[config.mk]
export PLATFORM = sky130hd
export DESIGN_NAME = ps2_mouse_packet_cursor_tracker
export DESIGN_NICKNAME = d
export VERILOG_FILES = /design/src/hdl/pmpct_pkg.sv /design/src/hdl/pmpct_front.sv /design/src/hdl/pmpct_queue.sv /design/src/hdl/pmpct_back.sv /design/src/hdl/ps2_mouse_packet_cursor_tracker.sv
export SDC_FILE = /design/constraint.sdc
export NUM_CORES = 1
export LEC_CHECK = 0
export BUFFER_PORTS_ARGS = -buffer_cell sky130_fd_sc_hd__buf_2
export CAP_MARGIN = 40
export CORE_MARGIN = 4
export CORE_UTILIZATION = 60
export CTS_BUF_LIST = sky130_fd_sc_hd__clkbuf_4
export DETAILED_ROUTE_END_ITERATION = 8
export PLACE_DENSITY = 0.76
export SYNTH_ARGS = -nofsm -noshare
export SYNTH_HDL_FRONTEND = slang
export SYNTH_SLANG_ARGS = --single-unit
[constraint.sdc]
create_clock -name clk -period 10.6 [get_ports clk]
set_clock_uncertainty 0.1 [all_clocks]
set_input_delay 1.06 -clock clk [delete_from_list [all_inputs] [get_ports clk]]
set_output_delay 1.06 -clock clk [all_outputs]
set_load 0.02 [all_outputs]
[src/hdl/pmpct_pkg.sv]
// Types, constants and codes for the PS/2 mouse cursor tracker
package pmpct_pkg;

    localparam int COORD_BITS_DEF  = 13;
    localparam int QUEUE_DEPTH_DEF = 2;
    localparam int OUT_COORD_W     = 13;
    localparam int SIZE_W          = 14;
    localparam int CFG_INDEX_W     = 2;
    localparam int CFG_DATA_W      = 14;
    localparam int RESET_SCREEN_W  = 1024;
    localparam int RESET_SCREEN_H  = 768;

    localparam logic OP_BYTE     = 1'b0;
    localparam logic OP_RECENTRE = 1'b1;

    localparam int HDR_SYNC_BIT  = 3;
    localparam int HDR_XSIGN_BIT = 4;
    localparam int HDR_YSIGN_BIT = 5;
    localparam logic [7:0] HDR_OVF_MASK = 8'hC0;
    localparam int BTN_W = 3;

    typedef enum logic [CFG_INDEX_W-1:0] {
        REG_WHEEL_MODE = 2'd0,
        REG_SCREEN_W   = 2'd1,
        REG_SCREEN_H   = 2'd2
    } cfg_reg_t;

    typedef struct packed {
        logic       op;
        logic [7:0] rx_byte;
    } in_item_t;

    typedef struct packed {
        logic                   moved;
        logic                   clicked;
        logic [OUT_COORD_W-1:0] cursor_x;
        logic [OUT_COORD_W-1:0] cursor_y;
        logic [BTN_W-1:0]       button_bits;
        logic                   pressed;
        logic signed [7:0]      wheel;
    } out_item_t;

    typedef enum logic {
        CMD_PACKET   = 1'b0,
        CMD_RECENTRE = 1'b1
    } cmd_kind_t;

    typedef struct packed {
        cmd_kind_t         kind;
        logic [BTN_W-1:0]  buttons;
        logic              overflow;
        logic signed [8:0] dx;
        logic signed [9:0] dyz;
        logic signed [7:0] wheel;
    } cmd_t;

endpackage

[src/hdl/pmpct_front.sv]
// Packet assembler: classifies mouse bytes and issues cursor commands
module pmpct_front (
    input  logic               clk,
    input  logic               rst_n,
    input  logic               accept,
    input  pmpct_pkg::in_item_t in_data,
    input  logic               wheel_mode,
    output logic               push,
    output pmpct_pkg::cmd_t    push_cmd
);
    import pmpct_pkg::*;

    typedef enum logic [1:0] {
        PH_IDLE  = 2'd0,
        PH_DX    = 2'd1,
        PH_DY    = 2'd2,
        PH_WHEEL = 2'd3
    } phase_t;

    phase_t            phase_reg, phase_next;
    logic [7:0]        header_reg, header_next;
    logic [7:0]        dx_reg, dx_next;
    logic [7:0]        dy_reg, dy_next;
    logic              hdr;
    logic              recentre;
    logic [7:0]        pkt_dy;
    logic signed [7:0] pkt_wheel;
    logic signed [8:0] dy_ext;

    assign hdr = in_data.rx_byte[HDR_SYNC_BIT];

    always_comb
    begin
        phase_next  = phase_reg;
        header_next = header_reg;
        dx_next     = dx_reg;
        dy_next     = dy_reg;
        push        = 1'b0;
        recentre    = 1'b0;
        pkt_dy      = dy_reg;
        pkt_wheel   = '0;
        if (accept)
        begin
            if (in_data.op == OP_RECENTRE)
            begin
                phase_next = PH_IDLE;
                push       = 1'b1;
                recentre   = 1'b1;
            end
            else
            begin
                case (phase_reg)
                    PH_IDLE:
                    begin
                        if (hdr)
                        begin
                            header_next = in_data.rx_byte;
                            phase_next  = PH_DX;
                        end
                    end
                    PH_DX:
                    begin
                        if (hdr)
                        begin
                            header_next = in_data.rx_byte;
                        end
                        else
                        begin
                            dx_next    = in_data.rx_byte;
                            phase_next = PH_DY;
                        end
                    end
                    PH_DY:
                    begin
                        if (hdr)
                        begin
                            header_next = in_data.rx_byte;
                            phase_next  = PH_DX;
                        end
                        else
                        begin
                            dy_next = in_data.rx_byte;
                            pkt_dy  = in_data.rx_byte;
                            if (wheel_mode)
                            begin
                                phase_next = PH_WHEEL;
                            end
                            else
                            begin
                                phase_next = PH_IDLE;
                                push       = 1'b1;
                            end
                        end
                    end
                    PH_WHEEL:
                    begin
                        push = 1'b1;
                        if (hdr)
                        begin
                            header_next = in_data.rx_byte;
                            phase_next  = PH_DX;
                        end
                        else
                        begin
                            phase_next = PH_IDLE;
                            if (wheel_mode)
                            begin
                                pkt_wheel = $signed(in_data.rx_byte);
                            end
                        end
                    end
                    default:
                    begin
                        phase_next = PH_IDLE;
                    end
                endcase
            end
        end
    end

    assign dy_ext = $signed({header_reg[HDR_YSIGN_BIT], pkt_dy});

    always_comb
    begin
        push_cmd.kind     = recentre ? CMD_RECENTRE : CMD_PACKET;
        push_cmd.buttons  = header_reg[BTN_W-1:0];
        push_cmd.overflow = |(header_reg & HDR_OVF_MASK);
        push_cmd.dx       = $signed({header_reg[HDR_XSIGN_BIT], dx_reg});
        push_cmd.dyz      = 10'(dy_ext) + 10'(pkt_wheel);
        push_cmd.wheel    = pkt_wheel;
    end

    always_ff @(posedge clk or negedge rst_n)
    begin
        if (!rst_n)
        begin
            phase_reg  <= PH_IDLE;
            header_reg <= '0;
            dx_reg     <= '0;
            dy_reg     <= '0;
        end
        else
        begin
            phase_reg  <= phase_next;
            header_reg <= header_next;
            dx_reg     <= dx_next;
            dy_reg     <= dy_next;
        end
    end

endmodule

[src/hdl/pmpct_queue.sv]
// Short command queue between the packet assembler and the cursor stage
module pmpct_queue #(
    parameter int DEPTH = pmpct_pkg::QUEUE_DEPTH_DEF
) (
    input  logic            clk,
    input  logic            rst_n,
    input  logic            push,
    input  pmpct_pkg::cmd_t push_cmd,
    input  logic            pop,
    output logic            full,
    output logic            not_empty,
    output pmpct_pkg::cmd_t head
);
    import pmpct_pkg::*;

    localparam int AW = (DEPTH > 1) ? $clog2(DEPTH) : 1;
    localparam int CW = $clog2(DEPTH + 1);
    localparam logic [AW-1:0] LAST = AW'(DEPTH - 1);

    cmd_t          mem [DEPTH];
    logic [AW-1:0] wr_ptr_reg, wr_ptr_next;
    logic [AW-1:0] rd_ptr_reg, rd_ptr_next;
    logic [CW-1:0] count_reg, count_next;

    assign full      = (count_reg == CW'(DEPTH));
    assign not_empty = (count_reg != '0);
    assign head      = mem[rd_ptr_reg];

    always_comb
    begin
        wr_ptr_next = wr_ptr_reg;
        rd_ptr_next = rd_ptr_reg;
        count_next  = count_reg;
        if (push)
        begin
            wr_ptr_next = (wr_ptr_reg == LAST) ? '0 : wr_ptr_reg + AW'(1);
        end
        if (pop)
        begin
            rd_ptr_next = (rd_ptr_reg == LAST) ? '0 : rd_ptr_reg + AW'(1);
        end
        if (push && !pop)
        begin
            count_next = count_reg + CW'(1);
        end
        else if (pop && !push)
        begin
            count_next = count_reg - CW'(1);
        end
    end

    always_ff @(posedge clk)
    begin
        if (push)
        begin
            mem[wr_ptr_reg] <= push_cmd;
        end
    end

    always_ff @(posedge clk or negedge rst_n)
    begin
        if (!rst_n)
        begin
            wr_ptr_reg <= '0;
            rd_ptr_reg <= '0;
            count_reg  <= '0;
        end
        else
        begin
            wr_ptr_reg <= wr_ptr_next;
            rd_ptr_reg <= rd_ptr_next;
            count_reg  <= count_next;
        end
    end

endmodule

[src/hdl/pmpct_back.sv]
// Cursor stage: applies commands to the cursor and registers results
module pmpct_back #(
    parameter int COORD_BITS = pmpct_pkg::COORD_BITS_DEF
) (
    input  logic                         clk,
    input  logic                         rst_n,
    input  logic                         q_valid,
    input  pmpct_pkg::cmd_t              q_head,
    output logic                         q_pop,
    input  logic [pmpct_pkg::SIZE_W-1:0] screen_w,
    input  logic [pmpct_pkg::SIZE_W-1:0] screen_h,
    output logic                         out_valid,
    input  logic                         out_ready,
    output pmpct_pkg::out_item_t         out_data
);
    import pmpct_pkg::*;

    localparam int LW = (COORD_BITS + 1 > SIZE_W) ? COORD_BITS + 1 : SIZE_W;
    localparam int SW = LW + 3;
    localparam logic [LW-1:0] CAP = LW'(1) << COORD_BITS;
    localparam int RST_LIM_W = (RESET_SCREEN_W > (1 << COORD_BITS)) ?
                               (1 << COORD_BITS) : RESET_SCREEN_W;
    localparam int RST_LIM_H = (RESET_SCREEN_H > (1 << COORD_BITS)) ?
                               (1 << COORD_BITS) : RESET_SCREEN_H;
    localparam logic [COORD_BITS-1:0] RST_X = COORD_BITS'(RST_LIM_W / 2);
    localparam logic [COORD_BITS-1:0] RST_Y = COORD_BITS'(RST_LIM_H / 2);

    function automatic logic [LW-1:0] eff_limit(input logic [SIZE_W-1:0] size);
        logic [LW-1:0] ext;
        ext = LW'(size);
        if (size == '0)
            return LW'(1);
        if (ext > CAP)
            return CAP;
        return ext;
    endfunction

    function automatic logic [COORD_BITS-1:0] clamp_coord(input logic signed [SW-1:0] v,
                                                          input logic [LW-1:0] lim);
        logic signed [SW-1:0] lim_s;
        lim_s = $signed(SW'(lim));
        if (v < 0)
            return '0;
        if (v >= lim_s)
            return COORD_BITS'(lim - LW'(1));
        return COORD_BITS'(v);
    endfunction

    logic [COORD_BITS-1:0] pos_x_reg, pos_x_next;
    logic [COORD_BITS-1:0] pos_y_reg, pos_y_next;
    logic [BTN_W-1:0]      last_buttons_reg, last_buttons_next;
    logic                  out_valid_reg, out_valid_next;
    out_item_t             out_data_reg, out_data_next;
    logic [LW-1:0]         lim_x, lim_y;
    logic signed [SW-1:0]  nx, ny;
    logic [BTN_W-1:0]      changed;

    assign lim_x   = eff_limit(screen_w);
    assign lim_y   = eff_limit(screen_h);
    assign nx      = $signed(SW'(pos_x_reg)) + SW'(q_head.dx);
    assign ny      = $signed(SW'(pos_y_reg)) - SW'(q_head.dyz);
    assign changed = q_head.buttons ^ last_buttons_reg;
    assign q_pop   = q_valid && (!out_valid_reg || out_ready);

    always_comb
    begin
        pos_x_next        = pos_x_reg;
        pos_y_next        = pos_y_reg;
        last_buttons_next = last_buttons_reg;
        out_data_next     = out_data_reg;
        out_valid_next    = out_valid_reg && !out_ready;
        if (q_pop)
        begin
            case (q_head.kind)
                CMD_RECENTRE:
                begin
                    pos_x_next = COORD_BITS'(lim_x >> 1);
                    pos_y_next = COORD_BITS'(lim_y >> 1);
                end
                CMD_PACKET:
                begin
                    last_buttons_next = q_head.buttons;
                    if (!q_head.overflow)
                    begin
                        pos_x_next = clamp_coord(nx, lim_x);
                        pos_y_next = clamp_coord(ny, lim_y);
                    end
                    out_valid_next            = 1'b1;
                    out_data_next.moved       = !q_head.overflow;
                    out_data_next.clicked     = |changed;
                    out_data_next.cursor_x    = OUT_COORD_W'(pos_x_next);
                    out_data_next.cursor_y    = OUT_COORD_W'(pos_y_next);
                    out_data_next.button_bits = q_head.buttons;
                    out_data_next.pressed     = |(q_head.buttons & changed);
                    out_data_next.wheel       = q_head.wheel;
                end
                default:
                begin
                    out_valid_next = out_valid_reg && !out_ready;
                end
            endcase
        end
    end

    always_ff @(posedge clk)
    begin
        out_data_reg <= out_data_next;
    end

    always_ff @(posedge clk or negedge rst_n)
    begin
        if (!rst_n)
        begin
            pos_x_reg        <= RST_X;
            pos_y_reg        <= RST_Y;
            last_buttons_reg <= '0;
            out_valid_reg    <= 1'b0;
        end
        else
        begin
            pos_x_reg        <= pos_x_next;
            pos_y_reg        <= pos_y_next;
            last_buttons_reg <= last_buttons_next;
            out_valid_reg    <= out_valid_next;
        end
    end

    assign out_valid = out_valid_reg;
    assign out_data  = out_data_reg;

endmodule

[src/hdl/ps2_mouse_packet_cursor_tracker.sv]
// PS/2 mouse packet decoder with cursor tracking, top level
// Takes one byte or recentre request per cycle while the command queue has room:
// the packet assembler classifies each byte in its cycle of transfer and the cursor
// stage finishes one command per cycle, while no result waits for its transfer,
// with a single add and clamp. The command of a completed packet passes the
// command queue and then the output register; the queue lets the assembler
// keep taking bytes while a result waits for its transfer.
module ps2_mouse_packet_cursor_tracker #(
    parameter int COORD_BITS  = pmpct_pkg::COORD_BITS_DEF,
    parameter int QUEUE_DEPTH = pmpct_pkg::QUEUE_DEPTH_DEF
) (
    input  logic                              clk,
    input  logic                              rst_n,
    input  logic                              cfg_we,
    input  logic [pmpct_pkg::CFG_INDEX_W-1:0] cfg_index,
    input  logic [pmpct_pkg::CFG_DATA_W-1:0]  cfg_data,
    input  logic                              in_valid,
    output logic                              in_ready,
    input  pmpct_pkg::in_item_t               in_data,
    output logic                              out_valid,
    input  logic                              out_ready,
    output pmpct_pkg::out_item_t              out_data
);
    import pmpct_pkg::*;

    logic              wheel_mode_reg;
    logic [SIZE_W-1:0] screen_w_reg;
    logic [SIZE_W-1:0] screen_h_reg;
    logic              accept;
    logic              push;
    cmd_t              push_cmd;
    logic              q_full;
    logic              q_valid;
    cmd_t              q_head;
    logic              q_pop;

    always_ff @(posedge clk or negedge rst_n)
    begin
        if (!rst_n)
        begin
            wheel_mode_reg <= 1'b0;
            screen_w_reg   <= SIZE_W'(RESET_SCREEN_W);
            screen_h_reg   <= SIZE_W'(RESET_SCREEN_H);
        end
        else if (cfg_we)
        begin
            case (cfg_index)
                REG_WHEEL_MODE: wheel_mode_reg <= cfg_data[0];
                REG_SCREEN_W:   screen_w_reg   <= SIZE_W'(cfg_data);
                REG_SCREEN_H:   screen_h_reg   <= SIZE_W'(cfg_data);
                default:        wheel_mode_reg <= wheel_mode_reg;
            endcase
        end
    end

    assign in_ready = !q_full;
    assign accept   = in_valid && in_ready;

    pmpct_front u_front (
        .clk        (clk),
        .rst_n      (rst_n),
        .accept     (accept),
        .in_data    (in_data),
        .wheel_mode (wheel_mode_reg),
        .push       (push),
        .push_cmd   (push_cmd)
    );

    pmpct_queue #(
        .DEPTH (QUEUE_DEPTH)
    ) u_queue (
        .clk       (clk),
        .rst_n     (rst_n),
        .push      (push),
        .push_cmd  (push_cmd),
        .pop       (q_pop),
        .full      (q_full),
        .not_empty (q_valid),
        .head      (q_head)
    );

    pmpct_back #(
        .COORD_BITS (COORD_BITS)
    ) u_back (
        .clk       (clk),
        .rst_n     (rst_n),
        .q_valid   (q_valid),
        .q_head    (q_head),
        .q_pop     (q_pop),
        .screen_w  (screen_w_reg),
        .screen_h  (screen_h_reg),
        .out_valid (out_valid),
        .out_ready (out_ready),
        .out_data  (out_data)
    );

endmodule

==> results.tsv <==
stage	metric	value	unit
status	outcome	complete, but fails checks	
status	violated checks	DRC	
floorplanning	die height	139	um
yosys	library cells used by synthesis	70	
sta	final setup slack of the worst path	5.11	ns
yosys	most used flip-flop cell after synthesis	sky130_fd_sc_hd__edfxtp_1	
critical_path	slowest cell on the critical path	sky130_fd_sc_hd__dfrtp_1	
final_layout	number of nets in the final layout	1084	
floorplanning	Die W	139	um
yosys	Synth Net Count	1011	
yosys	number of instances in the synthesized netlist	908	
clock_network	Post-CTS Setup Repair Bufs	0	
placement	number of port buffers	70	
placement	pre-CTS setup slack	5.23	ns
global_route	Overflow after GRT	0	
route	routed wirelength normalized by instance count	20.0	um
yosys	Post-Synthesis Mean Instance Area	11.3	um2
yosys	area share of the largest cell type after synthesis	0.290	
floorplanning	number of rows created at floorplan	47	
critical_path	Required @ worst endpoint	10.84	ns
critical_path	WS Path Type	reg2reg	
global_route	number of antenna violations at the first check in global routing	1	
global_route	number of global-route vias before repair	7362	
yosys	share of flip-flops with an asynchronous set or reset	0.468	
final_layout	commonest cells after routing, fill and taps aside	99 x sky130_fd_sc_hd__edfxtp_1, 91 x sky130_fd_sc_hd__nand2_1, 81 x sky130_fd_sc_hd__dfrtp_1	
placement	final weighted congestion in routability-driven placement	0.994	
clock_network	Clk pin slew, worst setup/hold paths	0.17	ns
final_layout	fraction of final layout cells with drive strength greater than 1	0.209	
clock_network	total CTS buffers	17	
clock_network	clock sinks	186	
worst_hold_path	worst hold-check path type	in2async	
final_layout	most common cell after layout, fill and taps aside	sky130_fd_sc_hd__edfxtp_1	
run	max-capacitance violation count	0	
route	DRC violations left	1	
sta	max_slew headroom	0.383	
final_layout	summed area of non-filler cells in the final layout	11200	um2
route	total via count in the routed design	7517	
critical_path	list of cells traversed by the critical path	buf_4 > mux2_2 > ha_1 > nand2_1 > o31ai_1 > a41o_1 > a21oi_1 > o21ai_0 > a21oi_1 > xnor2_1 > ha_1 > a2111oi_0 > o21ai_0 > a22oi_1 > nand2_1 > mux2_2 > nand2_1 > o21ai_0	
sta	slew of the pin with the lowest slew margin	0.923	ns
pwr	VDD IR max	0.216	mV
pwr	Leak Pwr	0.00467	uW
sta	Peak Freq	182	MHz
sta	max-slew violation count	0	
sta	final clock period utilization by the worst path	0.518	
route	iteration-0 DRC count of the detailed router	709	
floorplanning	die area	19300	um2
clock_network	clock insertion delay at the later pin of the skew report	0.60	ns
clock_network	number of hold buffers added after CTS	0	
critical_path	Worst setup EP type	flop	
pwr	total power density per cell area	358	nW/um2
yosys	number of flops mapped to enable cells by yosys	99	
final_layout	max FFs per register	60	
route	vias per inst	6.19	
clock_network	clock tree root buffer cell	sky130_fd_sc_hd__clkbuf_4	
yosys	flip-flop and latch count after synthesis	186	
clock_network	post-CTS sizing	0	
global_route	first-pass GRT wire length	39100	um
sta	setup tns final	0	ns
yosys	cell type contributing the most total cell area after synthesis	sky130_fd_sc_hd__edfxtp_1	
clock_network	CTS tree	done	
global_route	maximum number of pins on one net before global-route repair	64	
critical_path	highest cell delay on the worst timing path	0.58	ns
sta	unrepaired setup endpoints after global routing	no	
yosys	Synthesis Warnings	0	
sta	endpoints failing setup	0	
critical_path	CP startpoint kind	flop	
yosys	sequential area share after synthesis	0.502	
sta	min cycle time layout	5.49	ns
critical_path	maximum fanout encountered on the critical timing path	24	
clock_network	H-tree level count	4	
critical_path	WP data arrival	5.73	ns
final_layout	area overhead of the layout relative to synthesis	9.37	%
clock_network	maximum buffer depth of the clock tree	2	
placement	placement-stage cell area	10900	um2
floorplanning	Initial Utilization	0.615	
route	total wirelength of the detailed-routed design	24300	um
route	detailed-routing iteration count for the pre-antenna-repair pass	9	
global_route	total global routing track utilization	0.254	
final_layout	Finished Core Util	0.672	
final_layout	Non-Filler Instances	1215	
yosys	leading post-synthesis cells by cell area	sky130_fd_sc_hd__edfxtp_1 29%, sky130_fd_sc_hd__dfrtp_1 20%, sky130_fd_sc_hd__ha_1 8.5%	
yosys	area of the mapped netlist	10300	um2
placement	Post-DP HPWL	18000	um
floorplanning	IO Count	72	
route	remaining antenna violation count after routing	0	
sta	final-report hold violation count	0	
floorplanning	placeable core region	16700	um2
placement	instance count after placement with tap cells included	1182	
## area by class of cell
cell class	count	area, um2
Antenna cell	1	2.50
Clock buffer	17	128
Clock inverter	15	203
Fill cell	1295	5480
Inverter	31	116
Multi-Input combinational cell	665	4890
Sequential cell	186	5160
Tap cell	220	275
Timing Repair Buffer	80	452
## routing by layer
metal | up-vias | global-route usage | share of wire
li1 | 3518 | - | -
met2 | 305 | 0.414 | 0.48
met4 | 0 | 0.0855 | 0.025
met5 | - | 0 | 0
met3 | 53 | 0.0497 | 0.061
met1 | 3641 | 0.345 | 0.43
## logic make-up (layout without fill, tap and decap cells)
kind of cell             after synthesis  in the layout  share of synthesized area
buffers and inverters                 57            143                     0.0221
AND/OR/NAND/NOR                      240            240                      0.111
XOR/XNOR                              47             47                     0.0401
AO/OA/AOI/OAI                        213            213                      0.135
other                                  1              2                   0.000365
adder cells (fa/ha/maj)               73             73                     0.0912
multiplexers                          91             91                     0.0978
flip-flops                           186            186                      0.502
## path summary, 6_finish.rpt
kind,from,end,slack (ns),cells after the start
setup / recovery,u_queue.rd_ptr_reg,u_back.out_data[28],5.11,18
hold / removal,rst_n,screen_w_reg[5],0.22,1
setup reg to reg,u_queue.rd_ptr_reg,u_back.out_data[28],5.11,18
hold reg to reg,u_front.dx_reg[7],u_queue.mem[0][24],0.40,0
max in group asynchronous,rst_n,u_back.pos_y_reg[8],9.29,3
min in group clk,u_front.dx_reg[7],u_queue.mem[0][24],0.40,0
## worst max-delay path: cells and delay by family (launching register included)
kind / cells / cell delay [ns]
DFF: 1 / 0.58
adders and majority gates: 2 / 0.54
buffers and inverters: 1 / 0.43
AOI/OAI and AO/OA: 9 / 1.93
and+or+nand+nor: 3 / 0.67
muxes: 2 / 0.84
xor gates and xnor gates: 1 / 0.13
## per-stage QoR
stage                     power (uW)  hold slack [ns]
final                           4020            0.221
after global routing            4320            0.196
after CTS                       3990            0.183
after detailed placement        3560            0.356
after global placement          3510            0.349
after floorplan                 2950            0.337
## synth_stat cells, types with 21 or more instances
cell type	n
sky130_fd_sc_hd__edfxtp_1	99
sky130_fd_sc_hd__dfrtp_1	81
sky130_fd_sc_hd__ha_1	70
sky130_fd_sc_hd__o21ai_0	61
sky130_fd_sc_hd__mux2_2	74
sky130_fd_sc_hd__clkbuf_1	21
sky130_fd_sc_hd__nor2_1	54
sky130_fd_sc_hd__a21oi_1	39
sky130_fd_sc_hd__xnor2_1	30
sky130_fd_sc_hd__nand2_1	91
sky130_fd_sc_hd__inv_1	30
## report_power, final
part	switching (uW)	leakage, uW	total, uW	internal (uW)
Clock	288	0.000172	423	135
Sequential	163	0.00199	1250	1090
Combinational	1420	0.00251	2350	924
(Power assumes the default switching activity.)
